===== src/hw/rtl/sst_pkg.sv =====
// sst_pkg: token kinds, scan modes, beat structs and keyword table for the tokenizer
// no dependencies
`timescale 1ns / 1ps
`default_nettype none
package sst_pkg;

    localparam int POSITION_BITS_DEF = 16;
    localparam int MAX_KEYWORD_CHARS = 8;
    localparam int POS_W = 16;
    localparam int NUM_KEYWORDS = 33;
    localparam int MAX_RESULTS = 3;

    localparam logic [6:0] K_LPAREN = 7'd0;
    localparam logic [6:0] K_RPAREN = 7'd1;
    localparam logic [6:0] K_LBRACE = 7'd2;
    localparam logic [6:0] K_RBRACE = 7'd3;
    localparam logic [6:0] K_COMMA = 7'd4;
    localparam logic [6:0] K_COLON = 7'd5;
    localparam logic [6:0] K_SEMI = 7'd6;
    localparam logic [6:0] K_MINUS = 7'd7;
    localparam logic [6:0] K_PLUS = 7'd8;
    localparam logic [6:0] K_STAR = 7'd9;
    localparam logic [6:0] K_MOD = 7'd10;
    localparam logic [6:0] K_XOR = 7'd11;
    localparam logic [6:0] K_TILDE = 7'd12;
    localparam logic [6:0] K_SLASH = 7'd13;
    localparam logic [6:0] K_BANG = 7'd14;
    localparam logic [6:0] K_BANG_EQ = 7'd15;
    localparam logic [6:0] K_EQ = 7'd16;
    localparam logic [6:0] K_EQ_EQ = 7'd17;
    localparam logic [6:0] K_GT = 7'd18;
    localparam logic [6:0] K_GE = 7'd19;
    localparam logic [6:0] K_SHR = 7'd20;
    localparam logic [6:0] K_LT = 7'd21;
    localparam logic [6:0] K_LE = 7'd22;
    localparam logic [6:0] K_SHL = 7'd23;
    localparam logic [6:0] K_AND = 7'd24;
    localparam logic [6:0] K_AND_AND = 7'd25;
    localparam logic [6:0] K_OR = 7'd26;
    localparam logic [6:0] K_OR_OR = 7'd27;
    localparam logic [6:0] K_KEYWORD0 = 7'd28;
    localparam logic [6:0] K_IDENT = 7'd61;
    localparam logic [6:0] K_NUMBER = 7'd62;
    localparam logic [6:0] K_STRING = 7'd63;
    localparam logic [6:0] K_ERR_UNTERM = 7'd64;
    localparam logic [6:0] K_ERR_UNKNOWN = 7'd65;
    localparam logic [6:0] K_END = 7'd66;

    typedef enum logic [15:0] {
        M_IDLE  = 16'h0001,
        M_IDENT = 16'h0002,
        M_INT   = 16'h0004,
        M_DOT   = 16'h0008,
        M_X     = 16'h0010,
        M_FRAC  = 16'h0020,
        M_HEX   = 16'h0040,
        M_STR   = 16'h0080,
        M_CMT   = 16'h0100,
        M_SLASH = 16'h0200,
        M_BANG  = 16'h0400,
        M_EQ    = 16'h0800,
        M_GT    = 16'h1000,
        M_LT    = 16'h2000,
        M_AMP   = 16'h4000,
        M_PIPE  = 16'h8000
    } t_mode;

    typedef struct packed {
        logic [7:0] char_code;
        logic       end_of_text;
    } t_in_beat;

    typedef struct packed {
        logic [6:0]       token_kind;
        logic [POS_W-1:0] token_start;
        logic [POS_W-1:0] token_length;
        logic [POS_W-1:0] token_line;
        logic             last_of_run;
    } t_out_beat;

    // one result before line stamping
    typedef struct packed {
        logic       valid;
        logic [6:0] kind;
        logic [31:0] start;
        logic [31:0] len;
        logic [31:0] line;
    } t_tok;

    function automatic logic [63:0] kw_word(input int k);
        logic [63:0] w;
        w = 64'd0;
        case (k)
            0:  w = 64'h6669;
            1:  w = 64'h666965736c65;
            2:  w = 64'h65736c65;
            3:  w = 64'h74656c;
            4:  w = 64'h74736e6f63;
            5:  w = 64'h6e7275746572;
            6:  w = 64'h65757274;
            7:  w = 64'h65736c6166;
            8:  w = 64'h6c6c756e;
            9:  w = 64'h6e66;
            10: w = 64'h726f66;
            11: w = 64'h656c696877;
            12: w = 64'h746e697270;
            13: w = 64'h7265746e696f70;
            14: w = 64'h676e69727473;
            15: w = 64'h6c6f6f62;
            16: w = 64'h64696f76;
            17: w = 64'h38746e69;
            18: w = 64'h3631746e69;
            19: w = 64'h3233746e69;
            20: w = 64'h3436746e69;
            21: w = 64'h38746e6975;
            22: w = 64'h3631746e6975;
            23: w = 64'h3233746e6975;
            24: w = 64'h3436746e6975;
            25: w = 64'h3874616f6c66;
            26: w = 64'h36317461_6f6c66;
            27: w = 64'h32337461_6f6c66;
            28: w = 64'h34367461_6f6c66;
            29: w = 64'h3874616f6c6675;
            30: w = 64'h3631_74616f6c6675;
            31: w = 64'h3233_74616f6c6675;
            32: w = 64'h3436_74616f6c6675;
            default: w = 64'd0;
        endcase
        return w;
    endfunction

    function automatic logic [3:0] kw_len(input int k);
        logic [3:0] n;
        n = 4'd0;
        case (k)
            0, 9: n = 4'd2;
            3, 10: n = 4'd3;
            2, 6, 8, 15, 16, 17: n = 4'd4;
            4, 7, 11, 12, 18, 19, 20, 21: n = 4'd5;
            1, 5, 14, 22, 23, 24, 25: n = 4'd6;
            13, 26, 27, 28, 29: n = 4'd7;
            30, 31, 32: n = 4'd8;
            default: n = 4'd0;
        endcase
        return n;
    endfunction

endpackage
`default_nettype wire


===== src/hw/rtl/sst_kw_match.sv =====
// sst_kw_match: compares the buffered lexeme against the fixed keyword table
// depends on sst_pkg
`timescale 1ns / 1ps
`default_nettype none
module sst_kw_match (
    input  wire logic [63:0] i_word,
    input  wire logic [3:0]  i_len,
    input  wire logic        i_too_long,
    output logic [6:0]       o_kind
);
    import sst_pkg::*;

    always_comb begin
        o_kind = K_IDENT;
        if (!i_too_long) begin
            for (int k = NUM_KEYWORDS - 1; k >= 0; k--) begin
                if (kw_len(k) == i_len && kw_word(k) == i_word) begin
                    o_kind = K_KEYWORD0 + 7'(k);
                end
            end
        end
    end
endmodule
`default_nettype wire


===== src/hw/rtl/sst_scan.sv =====
// sst_scan: scanner state and next-token logic for one source byte
// depends on sst_pkg, sst_kw_match
`timescale 1ns / 1ps
`default_nettype none
module sst_scan #(
    parameter int POSITION_BITS = sst_pkg::POSITION_BITS_DEF
) (
    input  wire logic            i_clk,
    input  wire logic            i_rst_n,
    input  wire logic            i_step,
    input  wire sst_pkg::t_in_beat i_beat,
    output sst_pkg::t_tok        o_tok0,
    output sst_pkg::t_tok        o_tok1,
    output sst_pkg::t_tok        o_tok2
);
    import sst_pkg::*;

    localparam int PW = POSITION_BITS;
    localparam logic [PW:0] PMAX = {1'b0, {PW{1'b1}}};

    t_mode r_mode, n_mode;
    logic [PW-1:0] r_begin, n_begin, r_off, n_off, r_line, n_line, r_len, n_len;
    logic [7:0] r_pend, n_pend;
    logic [63:0] r_kw, n_kw;
    logic r_tl, n_tl;
    t_tok t0, t1, t2;
    logic [6:0] w_kind;
    logic [7:0] c;
    logic is_end, dig, alp, aln;

    function automatic logic [PW-1:0] sadd(input logic [PW-1:0] a, input logic [1:0] b);
        logic [PW:0] s;
        s = {1'b0, a} + {{(PW-1){1'b0}}, b};
        return (s > PMAX) ? PMAX[PW-1:0] : s[PW-1:0];
    endfunction

    function automatic logic [PW-1:0] sadd2(input logic [PW-1:0] a, input logic [PW-1:0] b);
        logic [PW:0] s;
        s = {1'b0, a} + {1'b0, b};
        return (s > PMAX) ? PMAX[PW-1:0] : s[PW-1:0];
    endfunction

    sst_kw_match u_kw (
        .i_word    (r_kw),
        .i_len     ((r_len > PW'(MAX_KEYWORD_CHARS)) ? 4'hF : r_len[3:0]),
        .i_too_long(r_tl),
        .o_kind    (w_kind)
    );

    always_comb begin
        logic fed;
        logic [PW-1:0] lb;
        fed = 1'b0;
        lb = '0;
        c = i_beat.char_code;
        is_end = i_beat.end_of_text || (c == 8'd0);
        dig = (c >= "0") && (c <= "9");
        alp = ((c >= "a") && (c <= "z")) || ((c >= "A") && (c <= "Z"));
        aln = dig || alp;
        n_mode = r_mode; n_begin = r_begin; n_off = r_off; n_line = r_line;
        n_len = r_len; n_pend = r_pend; n_kw = r_kw; n_tl = r_tl;
        t0 = '0; t1 = '0; t2 = '0;
        lb = r_line;

        // continue current token
        case (r_mode)
            M_IDENT: if (aln || c == "_") fed = 1'b1;
            M_INT: if (dig || c == "." || c == "x" || c == "X") fed = 1'b1;
            M_DOT: if (dig) fed = 1'b1;
            M_X: if (aln || c == "_") fed = 1'b1;
            M_FRAC, M_HEX: if (r_mode == M_FRAC ? dig : aln) fed = 1'b1;
            M_STR: fed = 1'b1;
            M_CMT: fed = (c != "\n");
            M_SLASH: fed = (c == "/");
            M_BANG, M_EQ: fed = (c == "=");
            M_GT: fed = (c == ">" || c == "=");
            M_LT: fed = (c == "<" || c == "=");
            M_AMP: fed = (c == "&");
            M_PIPE: fed = (c == "|");
            default: fed = 1'b0;
        endcase

        if (is_end || !fed) begin
            // flush pending token
            case (r_mode)
                M_IDENT: t0 = '{1'b1, w_kind, 32'(r_begin), 32'(r_len), 32'd0};
                M_INT, M_FRAC, M_HEX: t0 = '{1'b1, K_NUMBER, 32'(r_begin), 32'(r_len), 32'd0};
                M_DOT, M_X: begin
                    t0 = '{1'b1, K_NUMBER, 32'(r_begin), 32'(r_len), 32'd0};
                    t1 = '{1'b1, (r_mode == M_DOT) ? K_ERR_UNKNOWN : K_IDENT,
                           32'(sadd2(r_begin, r_len)), 32'd1, 32'd0};
                end
                M_STR: t0 = '{1'b1, K_ERR_UNTERM, 32'(r_begin), 32'(r_len), 32'd0};
                M_SLASH: t0 = '{1'b1, K_SLASH, 32'(r_begin), 32'd1, 32'd0};
                M_BANG: t0 = '{1'b1, K_BANG, 32'(r_begin), 32'd1, 32'd0};
                M_EQ: t0 = '{1'b1, K_EQ, 32'(r_begin), 32'd1, 32'd0};
                M_GT: t0 = '{1'b1, K_GT, 32'(r_begin), 32'd1, 32'd0};
                M_LT: t0 = '{1'b1, K_LT, 32'(r_begin), 32'd1, 32'd0};
                M_AMP: t0 = '{1'b1, K_AND, 32'(r_begin), 32'd1, 32'd0};
                M_PIPE: t0 = '{1'b1, K_OR, 32'(r_begin), 32'd1, 32'd0};
                default: ;
            endcase
            n_mode = M_IDLE;
        end

        if (is_end) begin
            t2 = '{1'b1, K_END, 32'(r_off), 32'd0, 32'd0};
            n_mode = M_IDLE; n_begin = '0; n_off = '0; n_line = PW'(1);
            n_pend = '0; n_kw = '0; n_tl = 1'b0; n_len = '0;
        end else if (fed) begin
            case (r_mode)
                M_IDENT: begin
                    if (r_len < PW'(MAX_KEYWORD_CHARS))
                        n_kw = r_kw | (64'(c) << {r_len[2:0], 3'b000});
                    else
                        n_tl = 1'b1;
                    n_len = sadd(r_len, 2'd1);
                end
                M_INT: begin
                    if (dig) n_len = sadd(r_len, 2'd1);
                    else begin
                        n_pend = c;
                        n_mode = (c == ".") ? M_DOT : M_X;
                    end
                end
                M_DOT: begin n_len = sadd(r_len, 2'd2); n_mode = M_FRAC; end
                M_X: begin
                    if (aln) begin n_len = sadd(r_len, 2'd2); n_mode = M_HEX; end
                    else begin
                        t0 = '{1'b1, K_NUMBER, 32'(r_begin), 32'(r_len), 32'd0};
                        n_begin = sadd2(r_begin, r_len);
                        n_kw = 64'(r_pend) | (64'(c) << 8);
                        n_tl = 1'b0;
                        n_len = PW'(2);
                        n_mode = M_IDENT;
                    end
                end
                M_FRAC, M_HEX: n_len = sadd(r_len, 2'd1);
                M_STR: begin
                    n_len = sadd(r_len, 2'd1);
                    if (c == "\"") begin
                        t0 = '{1'b1, K_STRING, 32'(r_begin), 32'(sadd(r_len, 2'd1)), 32'd0};
                        n_mode = M_IDLE;
                    end else if (c == "\n") n_line = sadd(r_line, 2'd1);
                end
                M_CMT: ;
                M_SLASH: n_mode = M_CMT;
                default: begin
                    // two-char operators
                    n_len = sadd(r_len, 2'd1);
                    n_mode = M_IDLE;
                    case (r_mode)
                        M_BANG: t0.kind = K_BANG_EQ;
                        M_EQ: t0.kind = K_EQ_EQ;
                        M_GT: t0.kind = (c == ">") ? K_SHR : K_GE;
                        M_LT: t0.kind = (c == "<") ? K_SHL : K_LE;
                        M_AMP: t0.kind = K_AND_AND;
                        default: t0.kind = K_OR_OR;
                    endcase
                    t0.valid = 1'b1;
                    t0.start = 32'(r_begin);
                    t0.len = 32'(sadd(r_len, 2'd1));
                end
            endcase
            n_off = sadd(r_off, 2'd1);
        end else begin
            // start a new token
            n_begin = r_off;
            n_len = PW'(1);
            n_mode = M_IDLE;
            if (dig) n_mode = M_INT;
            else if (alp) begin
                n_mode = M_IDENT; n_kw = 64'(c); n_tl = 1'b0;
            end else begin
                case (c)
                    "\"": n_mode = M_STR;
                    "(": t2 = '{1'b1, K_LPAREN, 32'(r_off), 32'd1, 32'd0};
                    ")": t2 = '{1'b1, K_RPAREN, 32'(r_off), 32'd1, 32'd0};
                    "{": t2 = '{1'b1, K_LBRACE, 32'(r_off), 32'd1, 32'd0};
                    "}": t2 = '{1'b1, K_RBRACE, 32'(r_off), 32'd1, 32'd0};
                    ",": t2 = '{1'b1, K_COMMA, 32'(r_off), 32'd1, 32'd0};
                    ":": t2 = '{1'b1, K_COLON, 32'(r_off), 32'd1, 32'd0};
                    ";": t2 = '{1'b1, K_SEMI, 32'(r_off), 32'd1, 32'd0};
                    "-": t2 = '{1'b1, K_MINUS, 32'(r_off), 32'd1, 32'd0};
                    "+": t2 = '{1'b1, K_PLUS, 32'(r_off), 32'd1, 32'd0};
                    "*": t2 = '{1'b1, K_STAR, 32'(r_off), 32'd1, 32'd0};
                    "%": t2 = '{1'b1, K_MOD, 32'(r_off), 32'd1, 32'd0};
                    "^": t2 = '{1'b1, K_XOR, 32'(r_off), 32'd1, 32'd0};
                    "~": t2 = '{1'b1, K_TILDE, 32'(r_off), 32'd1, 32'd0};
                    "/": n_mode = M_SLASH;
                    "!": n_mode = M_BANG;
                    "=": n_mode = M_EQ;
                    ">": n_mode = M_GT;
                    "<": n_mode = M_LT;
                    "&": n_mode = M_AMP;
                    "|": n_mode = M_PIPE;
                    " ", "\r", "\t": ;
                    "\n": n_line = sadd(r_line, 2'd1);
                    default: t2 = '{1'b1, K_ERR_UNKNOWN, 32'(r_off), 32'd1, 32'd0};
                endcase
            end
            n_off = sadd(r_off, 2'd1);
        end

        // line stamp: all tokens see line before update, except newline only
        // updates after any emits (new tokens carry old line)
        t0.line = 32'(lb);
        t1.line = 32'(lb);
        t2.line = 32'(lb);
    end

    assign o_tok0 = t0;
    assign o_tok1 = t1;
    assign o_tok2 = t2;

    always_ff @(posedge i_clk) begin
        if (!i_rst_n) begin
            r_mode <= M_IDLE;
            r_begin <= '0;
            r_off <= '0;
            r_line <= PW'(1);
            r_len <= '0;
            r_pend <= '0;
            r_kw <= '0;
            r_tl <= 1'b0;
        end else if (i_step) begin
            r_mode <= n_mode;
            r_begin <= n_begin;
            r_off <= n_off;
            r_line <= n_line;
            r_len <= n_len;
            r_pend <= n_pend;
            r_kw <= n_kw;
            r_tl <= n_tl;
        end
    end
endmodule
`default_nettype wire


===== src/hw/rtl/sst_out_queue.sv =====
// sst_out_queue: packs up to three tokens per byte, drains one beat a cycle
// while the receiver is ready; depends on sst_pkg
`timescale 1ns / 1ps
`default_nettype none
module sst_out_queue (
    input  wire logic          i_clk,
    input  wire logic          i_rst_n,
    input  wire logic          i_load,
    input  wire sst_pkg::t_tok i_tok0,
    input  wire sst_pkg::t_tok i_tok1,
    input  wire sst_pkg::t_tok i_tok2,
    output logic               o_empty_next,
    output logic               o_valid,
    input  wire logic          i_ready,
    output sst_pkg::t_out_beat o_beat
);
    import sst_pkg::*;

    t_tok r_q [MAX_RESULTS];
    logic [MAX_RESULTS-1:0] r_v;
    logic [MAX_RESULTS-1:0] r_last;
    logic [1:0] r_head;
    logic pop;
    t_tok w_head;

    assign o_valid = |r_v;
    assign pop = o_valid && i_ready;
    // accept when queue holds at most the beat now leaving
    assign o_empty_next = (r_v == '0) || (pop && $countones(r_v) == 1);

    always_comb begin
        w_head = r_q[r_head];
        o_beat.token_kind = w_head.kind;
        o_beat.token_start = w_head.start[POS_W-1:0];
        o_beat.token_length = w_head.len[POS_W-1:0];
        o_beat.token_line = w_head.line[POS_W-1:0];
        o_beat.last_of_run = r_last[r_head];
    end

    always_ff @(posedge i_clk) begin
        if (!i_rst_n) begin
            r_v <= '0;
            r_head <= '0;
        end else if (i_load) begin
            r_q[0] <= i_tok0;
            r_q[1] <= i_tok1;
            r_q[2] <= i_tok2;
            r_v <= {i_tok2.valid, i_tok1.valid, i_tok0.valid};
            r_last <= {i_tok2.valid, i_tok1.valid && !i_tok2.valid,
                       i_tok0.valid && !i_tok1.valid && !i_tok2.valid};
            r_head <= i_tok0.valid ? 2'd0 : (i_tok1.valid ? 2'd1 : 2'd2);
        end else if (pop) begin
            r_v[r_head] <= 1'b0;
            if (r_head != 2'd2 && r_v[r_head + 2'd1]) r_head <= r_head + 2'd1;
            else if (r_head == 2'd0 && r_v[2]) r_head <= 2'd2;
        end
    end
endmodule
`default_nettype wire


===== src/hw/rtl/script_source_tokenizer.sv =====
// script_source_tokenizer: streaming source tokenizer top level
// depends on sst_pkg, sst_scan, sst_out_queue
//
// channel  direction  payload
// in       input      sst_pkg::t_in_beat  (char_code, end_of_text)
// out      output     sst_pkg::t_out_beat (kind, start, length, line, last)
//
// one byte a cycle while the output queue can accept it: the scan state updates
// and its tokens land in a three-entry output queue in the same edge
// a byte that yields more than one token holds input off while the queue
// drains; synchronous reset returns to offset 0, line 1
`timescale 1ns / 1ps
`default_nettype none
module script_source_tokenizer #(
    parameter int POSITION_BITS = sst_pkg::POSITION_BITS_DEF
) (
    input  wire logic              i_clk,
    input  wire logic              i_rst_n,
    input  wire logic              i_valid,
    output logic                   o_ready,
    input  wire sst_pkg::t_in_beat i_data,
    output logic                   o_valid,
    input  wire logic              i_ready,
    output sst_pkg::t_out_beat     o_data
);
    import sst_pkg::*;

    t_tok w_t0, w_t1, w_t2;
    logic w_step;

    assign w_step = i_valid && o_ready;

    sst_scan #(.POSITION_BITS(POSITION_BITS)) u_scan (
        .i_clk  (i_clk),
        .i_rst_n(i_rst_n),
        .i_step (w_step),
        .i_beat (i_data),
        .o_tok0 (w_t0),
        .o_tok1 (w_t1),
        .o_tok2 (w_t2)
    );

    sst_out_queue u_q (
        .i_clk       (i_clk),
        .i_rst_n     (i_rst_n),
        .i_load      (w_step),
        .i_tok0      (w_t0),
        .i_tok1      (w_t1),
        .i_tok2      (w_t2),
        .o_empty_next(o_ready),
        .o_valid     (o_valid),
        .i_ready     (i_ready),
        .o_beat      (o_data)
    );
endmodule
`default_nettype wire


===== config.mk =====
export PLATFORM = sky130hd
export DESIGN_NAME = script_source_tokenizer
export DESIGN_NICKNAME = d
export VERILOG_FILES = /design/src/hw/rtl/sst_pkg.sv /design/src/hw/rtl/sst_kw_match.sv /design/src/hw/rtl/sst_scan.sv /design/src/hw/rtl/sst_out_queue.sv /design/src/hw/rtl/script_source_tokenizer.sv
export SDC_FILE = /design/constraint.sdc
export NUM_CORES = 1
export LEC_CHECK = 0
export BUFFER_PORTS_ARGS = -buffer_cell sky130_fd_sc_hd__buf_2
export CAP_MARGIN = 15
export CORE_AREA = 8 8 243 245
export CTS_CLUSTER_DIAMETER = 100
export DETAILED_ROUTE_END_ITERATION = 12
export DIE_AREA = 0 0 251 253
export PLACE_DENSITY = 0.47
export SETUP_SLACK_MARGIN = 0.2
export SYNTH_ARGS = -nofsm -noshare
export SYNTH_HDL_FRONTEND = slang
export SYNTH_SLANG_ARGS = --single-unit

===== constraint.sdc =====
create_clock -name i_clk -period 4.7 [get_ports i_clk]
set_input_delay 0.705 -clock i_clk [delete_from_list [all_inputs] [get_ports i_clk]]
set_output_delay 0.705 -clock i_clk [all_outputs]
set_load 0.05 [all_outputs]

==> flow_summary.yaml, run 1 <==
logic_synthesis:
  synth-seq-cells: 259
  syn-num-nets: 2045
  synth_cell_types: 91
  ys.warnings.count: 0
  yosys-top-cells-area: "dfxtp_1 20%, edfxtp_1 18%, nor2_1 4.7%"
  netlist_area_mm2: 0.0164
  yosysTopAreaCell: "dfxtp_1"
  netlist_instances: 1997
  ys_seq_area_share_pct: 37.6
  yosysTopAreaCellShare_pct: 19.5
  synth_flop_cell: "dfxtp_1"
  avgSynthCellArea_um2: 8.22
  async_flop_share_pct: 0
  synth_edf_count: 99
cts:
  ctsHoldBuffers: 0
  cts_made_buffers: 35
  cts_tree: "yes"
  clkSinkCount: 259
  clkTransAtPathRegs_ps: 60
  ctsResizeCount: 0
  cts_buffer_depth: 3
  htree_num_levels: 2
  cts_setup_buffers: 0
  root_buffer: "clkbuf_16"
  clock_latency_ps: 580
place:
  dp_cells: 2724
  post-dp-hpwl_um: 48500
  routabilityCongestion: 0.986
  portBuffers: 70
global_routing:
  grt-ovfl-total: 0
  grt_usage_pct: 19.8
  grt_pass1_vias: 15800
  grt_pass1_wl_um: 99000
  grt_max_degree: 51
  antenna_found_initial: 0
die:
  die_h_um: 253
  core_mm2: 0.0555
  rows: 87
  dieArea_mm2: 0.0635
  die_x_um: 251
  start_util_pct: 29.6
  io_pins: 71
power:
  p_leak_nw: 6.38
  powerDensity_mw_per_mm2: 310
  p_total_mw: 5.84
  ir_drop_mv: 0.218
timing:
  slew_violations: 0
  finalSetupViolCount: 0
  hold_viol_final: 0
  finClkSkew_ps: 30.6
  fin_crit_sh_pct: 86.8
  rsz0062_at_grt: "false"
  max_slew_margin_pct: 26.2
  whs_ps: 463
  fmax_mhz: 245
  worst_slew_pin_slew_ps: 1100
  fin_crit_ps: 4080
  setup_tns_ps: 0
drt:
  wl_um: 65200
  vias_per_cell: 5.85
  drt_iter0_drc: 1449
  first_pass_iters: 5
  ant_nets: 0
  drc: 0
  wl_per_cell_um: 23.4
  vias: 16300
critical_path:
  max_stage_delay_ps: 780
  cp.required_ps: 4940
  start_kind: "register"
  crit_buf_inv: 1
  critPathTopFamily: "simple AND/OR/NAND/NOR gates"
  reg2reg_slack_ps: 620
  rr_worst_depth: 9
  crit_top_cell: "o21ai_0"
  worstPathArrival_ps: 4320
  criticalPathCategory: "register to register"
  cp_slowest_cell: "dfxtp_1"
  worstReg2RegStart: "u_scan.r_len[1]"
  crit_chain: "nor2b_1 -> o21ai_0 -> nor4_1 -> buf_4 -> nor4b_1 -> nor4_1 -> o21ai_0 -> a2111oi_0 -> o21ai_0"
  r2r-end: "u_q.r_q[0][84]"
  end_kind: "register"
  worstPathMaxFanout: 16
finish:
  antenna_cells: 0
  drive_gt1_share_pct: 11.5
  fill_cells: 5863
  syn_to_final_growth_pct: 14.7
  final_nets: 2097
  instances_no_fill: 2788
run:
  drv_cap: 0
worst_hold_path:
  hold_class: "register to register"
  hold_path_depth: 2
  min_from: "u_scan.r_pend[6]"
  min_to: "u_scan.r_pend[6]"
status:
  status: "completed"
## registers in the layout (all words and copies together) (netlist names), named ones only
register        count
u_scan.r_pend       8
u_q.r_head          2
u_scan.r_kw        64
u_scan.r_mode      16
u_q.r_v             3
u_scan.r_begin     16
u_q.r_last          2
u_q.r_q            97
u_scan.r_line      16
u_scan.r_len       16
u_scan.r_tl         1
u_scan.r_off       16
## Yosys cell counts, types with 15 or more instances
| library cell | number |
|---|---|
| nor2_1 | 206 |
| o22ai_1 | 18 |
| a41oi_1 | 21 |
| and2_1 | 63 |
| o21ai_0 | 124 |
| xnor2_1 | 29 |
| or4_1 | 15 |
| and3_1 | 23 |
| nor4b_1 | 22 |
| a22oi_1 | 23 |
| nor4_1 | 53 |
| nand2_1 | 201 |
| nor3_1 | 56 |
| nand4_1 | 70 |
| ha_1 | 33 |
| dfxtp_1 | 160 |
| nand3_1 | 95 |
| mux2i_1 | 28 |
| nand2b_1 | 30 |
| buf_4 | 16 |
| inv_1 | 33 |
| o31ai_1 | 20 |
| edfxtp_1 | 99 |
| a31oi_1 | 52 |
| clkbuf_1 | 106 |
| nor2b_1 | 24 |
| a21oi_1 | 109 |
## kinds of logic (layout without fill, tap and decap cells)
family,after synthesis,in the layout,synth area share [%]
flops,259,259,37.6
xor+xnor,40,40,2.13
mux,31,31,1.95
fa+ha+maj,35,35,2.76
compound gates,514,514,20.5
buf+inv,174,253,4.59
simple gates,944,944,30.4
## stage by stage
stage / instance area (µm²) / util, % / worst slack [ps]
floorplan: 16400 / - / 346
global placement: 17700 / 31.9 / 526
detailed placement: 17700 / 31.9 / 465
CTS: 18800 / 33.9 / 783
global route: 18800 / 33.9 / 385
finish: 18800 / 33.9 / 621
## how the worst max path moves through the flow
stage | start | endpoint | slack, ps | depth (start not counted)
floorplan | u_q.r_v[0] | u_scan.r_begin[14] | 350 | 10
global placement | i_data[6] | u_scan.r_kw[3] | 530 | 9
detailed placement | i_data[6] | u_scan.r_kw[2] | 470 | 9
CTS | u_scan.r_len[1] | u_q.r_q[0][84] | 780 | 9
global route | u_scan.r_len[1] | u_q.r_q[0][84] | 380 | 9
finish | u_scan.r_len[1] | u_q.r_q[0][84] | 620 | 9
## metal layers
layer	part of all wire [%]	track usage [%]
met3	4.7	2.38
met5	0	0
met1	44	25.4
met2	47	33.2
met4	4.4	8.93
## cell usage in the layout (no fill, tap or decap), types with 12 or more instances in the layout
master and count:
buf_2 70, a22o_1 13, edfxtp_1 99, a21o_1 12, dfxtp_1 160, nor2_1 206
buf_4 84, a21oi_1 109, nand2_1 201, nand3_1 95, a41oi_1 21, nand4_1 70
nand2b_1 30, ha_1 33, clkbuf_16 35, or4_1 15, and2_1 62, inv_1 32
o21ai_0 123, mux2i_1 28, nor4b_1 22, xnor2_1 29, o31ai_1 20, a22oi_1 23
o22ai_1 18, o211ai_1 13, nor4_1 52, and3_1 23, a31oi_1 51, or3_1 13
nor2b_1 24, a211oi_1 13, nor3_1 56
## worst reg2reg max path, cell delays in order, from the launching register on
cell	delay, ps
dfxtp_1	780
nor2b_1	770
o21ai_0	280
nor4_1	240
buf_4	180
nor4b_1	430
nor4_1	140
o21ai_0	160
a2111oi_0	90
o21ai_0	670
## cell type report
cell class	count	area [µm²]	area share, %
repair buffers	155	1000	5.32
well taps	712	891	4.73
multi-input cells	1564	9510	50.5
inverters	34	131	0.698
clock inverters	16	129	0.685
clock buffers	48	985	5.23
flip-flops and latches	259	6180	32.8
## power breakdown
group / internal (mW) / total [mW] / switching [mW]
clock network: 1.49 / 2.60 / 1.11
registers: 2.40 / 2.45 / 0.0479
logic: 0.191 / 0.794 / 0.603
Note: power is estimated with default switching activity, not from simulation.
==> inputs of run 2 (changes only) <==
Clock period 4.7 ns to 3.3 ns, I/O delays scaled along.
==> flow_summary.yaml, run 2 (same netlist as run 1, synthesis figures left out) <==
run:
  drv_cap: 0
finish:
  drive_gt1_share_pct: 21.4
  syn_to_final_growth_pct: 25.3
  layout_common_cells: "239 x buf_4, 204 x nor2_1, 197 x nand2_1, 148 x dfxtp_1, 117 x o21ai_0"
  final_nets: 2265
  final_area_mm2: 0.0206
  largestRegisters: "u_q.r_q (97), u_scan.r_kw (64)"
  register_area_mm2: 0.00621
  antenna_cells: 0
  final_core_util_pct: 37.1
  top_register: "u_q.r_q"
  final_common_cell: "buf_4"
  instances_no_fill: 2951
  fill_cells: 5784
  multi_input_area_mm2: 0.00989
  largest_register_ffs: 97
critical_path:
  crit_chain: "or4_4 -> or4_4 -> nor4b_4 -> nand4_1 -> buf_4 -> o211ai_1 -> nor4_2 -> nor4_1 -> a41oi_1 -> buf_4"
  worstPathMaxFanout: 4
  criticalPathCategory: "register to register"
  start_kind: "register"
  end_kind: "register"
  cp_slowest_cell: "or4_4"
  cp.required_ps: 3650
  max_stage_delay_ps: 600
  worstPathArrival_ps: 3660
  setup.worst_path.start: "u_scan.r_len[10]"
  worstReg2RegStart: "u_scan.r_len[10]"
cts:
  root_buffer: "clkbuf_16"
  htree_num_levels: 1
  clock_latency_ps: 610
  clkSinkCount: 259
  cts_made_buffers: 30
  ctsHoldBuffers: 0
  cts_tree: "yes"
  clkTransAtPathRegs_ps: 60
  cts_buffer_depth: 3
drt:
  vias_per_cell: 5.73
  ant_nets: 0
  wl_per_cell_um: 22.5
  vias: 16900
  drt_iter0_drc: 1401
  wl_um: 66500
  first_pass_iters: 6
  drc: 0
place:
  post-place-ws_ps: -236
  placed_cell_area_mm2: 0.0192
  dp_cells: 2885
  routabilityCongestion: 0.949
  portBuffers: 70
  post-dp-hpwl_um: 51000
global_routing:
  grt-ovfl-total: 0
  grt_usage_pct: 20.2
  grt_max_degree: 54
  grt_pass1_wl_um: 101000
  grt_pass1_vias: 16400
  antenna_found_initial: 0
timing:
  worst_slack_ps: -14.5
  fmax_mhz: 302
  finClkSkew_ps: 14.5
  whs_ps: 266
  worst_slew_pin_slew_ps: 1150
  setup_tns_ps: -14.5
  max_slew_margin_pct: 23.4
  rsz0062_at_grt: "true"
  fin_crit_sh_pct: 100
  finalSetupViolCount: 1
  hold_viol_final: 0
  fin_crit_ps: 3310
  slew_violations: 0
die:
  dieArea_mm2: 0.0635
  core_mm2: 0.0555
  io_pins: 71
  start_util_pct: 29.6
  rows: 87
  die_x_um: 251
  die_h_um: 253
power:
  p_leak_nw: 7.29
  ir_drop_mv: 0.394
  powerDensity_mw_per_mm2: 389
  p_total_mw: 8.00
worst_hold_path:
  min_from: "i_ready"
  hold_class: "input port to register"
status:
  status: "finished, violations left"
  violations: "setup timing"
==> run 2: layer usage <==
layer  global-route usage [%]  wire length [µm]
met2                     34.5             31800
met4                     7.27              2450
met3                     2.10              2960
met5                        0                 0
met1                     26.2             29300
==> run 2: area by class of cell <==
| type | count | area share (%) |
|---|---|---|
| repair buffers | 328 | 12.1 |
| clock inverters | 17 | 0.553 |
| flip-flops and latches | 259 | 30.2 |
| multi-input cells | 1564 | 48.1 |
| clock buffers | 37 | 4.07 |
| inverters | 34 | 0.638 |
| well taps | 712 | 4.33 |
==> run 2: critical path: cells and delay by family, from the launching register on <==
kind,cells,cell delay [ps]
AO/OA/AOI/OAI,2,310
AND/OR/NAND/NOR,6,2060
flip-flops,1,310
buffers and inverters,2,380
==> run 2: timing repair <==
item / CTS / global route
endpoints found under the setup margin: 69 / 151
pin swaps: 11 / 15
cloned: 0 / 2
buffers inserted: 3 / 7
gates resized for setup: 34 / 44
==> run 2: report_power, final <==
part	internal [mW]	switching [mW]
Sequential	3.41	0.0614
Clock	1.80	1.42
Combinational	0.394	0.918
==> run 2: worst paths after layout <==
kind / endpoint / slack, ps / cells after the start
max reg2reg: u_q.r_q[0][82] / -10 / 10
max: u_q.r_q[0][82] / -10 / 10
min: u_q.r_v[2] / 270 / 4
min reg2reg: u_scan.r_pend[2] / 460 / 2
==> inputs of run 3 (changes only) <==
Settings changed: SKIP_CTS_REPAIR_TIMING set to 1.
==> flow_summary.yaml, run 3 (same netlist as run 1, synthesis figures left out) <==
finish:
  largest_register_ffs: 97
  final_common_cell: "buf_4"
  final_core_util_pct: 38.2
  final_nets: 2277
  layout_common_cells: "242 x buf_4, 197 x nand2_1, 190 x nor2_1, 148 x dfxtp_1, 115 x o21ai_0"
  largestRegisters: "u_q.r_q (97), u_scan.r_kw (64)"
  syn_to_final_growth_pct: 29.1
  antenna_cells: 0
  final_area_mm2: 0.0212
  top_register: "u_q.r_q"
  fill_cells: 5709
  drive_gt1_share_pct: 23.6
timing:
  fin_crit_sh_pct: 102
  hold_viol_final: 0
  setup_tns_ps: -87.4
  fin_crit_ps: 3360
  slew_violations: 0
  finClkSkew_ps: 14.3
  max_slew_margin_pct: 23.9
  worst_slack_ps: -56.5
  worst_slew_pin_slew_ps: 1140
  fmax_mhz: 298
  rsz0062_at_grt: "true"
  finalSetupViolCount: 2
power:
  ir_drop_mv: 0.394
  p_leak_nw: 7.40
  powerDensity_mw_per_mm2: 381
cts:
  root_buffer: "clkbuf_16"
  cts_buffer_depth: 3
  htree_num_levels: 1
  cts_made_buffers: 30
  clkTransAtPathRegs_ps: 60
  clkSinkCount: 259
  cts_tree: "yes"
  clock_latency_ps: 610
critical_path:
  cp.required_ps: 3650
  end_kind: "register"
  criticalPathCategory: "register to register"
  start_kind: "register"
  rr_worst_depth: 10
  cp_num_cells: 10
  crit_chain: "or4_4 -> or4_4 -> nor4b_4 -> nand4_1 -> o211ai_1 -> buf_4 -> nor4_1 -> nor4_1 -> a41oi_1 -> buf_4"
  worstPathArrival_ps: 3710
  crit_buf_inv: 2
  cp_slowest_cell: "or4_4"
  critPathTopFamily: "simple AND/OR/NAND/NOR gates"
  worstPathMaxFanout: 4
  reg2reg_slack_ps: -60
  max_stage_delay_ps: 600
drt:
  vias_per_cell: 5.73
  drt_iter0_drc: 1401
  vias: 17000
  wl_um: 67400
  drc: 0
  wl_per_cell_um: 22.7
  ant_nets: 0
  first_pass_iters: 5
global_routing:
  grt_pass1_vias: 16300
  grt_pass1_wl_um: 101000
  grt_max_degree: 54
  grt_usage_pct: 20.1
  grt-ovfl-total: 0
  antenna_found_initial: 0
die:
  start_util_pct: 29.6
  io_pins: 71
  rows: 87
  die_h_um: 253
  core_mm2: 0.0555
  dieArea_mm2: 0.0635
  die_x_um: 251
worst_hold_path:
  hold_class: "input port to register"
  hold_path_depth: 4
status:
  violations: "setup timing"
  status: "finished, violations left"
place:
  post-place-ws_ps: -236
  placed_cell_area_mm2: 0.0192
  portBuffers: 70
  routabilityCongestion: 0.949
  post-dp-hpwl_um: 51000
run:
  drv_cap: 0
-- run 3: cell types whose count changed in the layout (fill, tap and decap cells not counted), moves of 4 or more --
cell / previous run / this run
buf_6: 4 / 10
nor2_1: 204 / 190
a31oi_2: 2 / 6
a31oi_4: 0 / 22
a31oi_1: 51 / 25
nor2_4: 0 / 12
-- run 3: area by class of cell --
class | count | area (µm²) | area share [%]
repair buffers | 340 | 2660 | 12.5
clock buffers | 37 | 838 | 3.96
flip-flops and latches | 259 | 6210 | 29.3
clock inverters | 17 | 114 | 0.537
inverters | 34 | 131 | 0.620
well taps | 712 | 891 | 4.20
multi-input cells | 1564 | 10300 | 48.8
-- run 3: final timing paths --
kind,startpoint,endpoint
setup reg to reg,u_scan.r_len[10],u_q.r_q[0][82]
hold / removal,i_ready,u_q.r_v[2]
hold reg to reg,u_scan.r_pend[2],u_scan.r_pend[2]
setup / recovery,u_scan.r_len[10],u_q.r_q[0][82]
-- run 3: metal layers --
layer	up-vias	global-route usage, %	routed length [µm]
met2	570	34.4	32300
met4	0	7.28	2530
li1	8007	-	-
met3	131	2.05	3430
met5	-	0	0
met1	8279	26.2	29100
-- run 3: power by group --
group	switching, mW	internal [mW]
Combinational	0.961	0.430
Sequential	0.0625	3.41
Clock	1.42	1.80
-- run 3: tightest hold or removal path, cell delays in order --
cell,delay (ps)
buf_2,140
nand2_1,60
nand3_1,70
o2bb2ai_1,60
-- run 3: metrics by stage --
step / power (mW) / hold slack [ps] / cells
3_3_place_gp: 4.81 / 449 / 2884
2_1_floorplan: 4.34 / 406 / 1997
5_1_grt: 8.39 / 288 / 2963
4_1_cts: 8.06 / 247 / 2939
6_report: 8.08 / 280 / 2963
3_5_place_dp: 4.82 / 453 / 2885
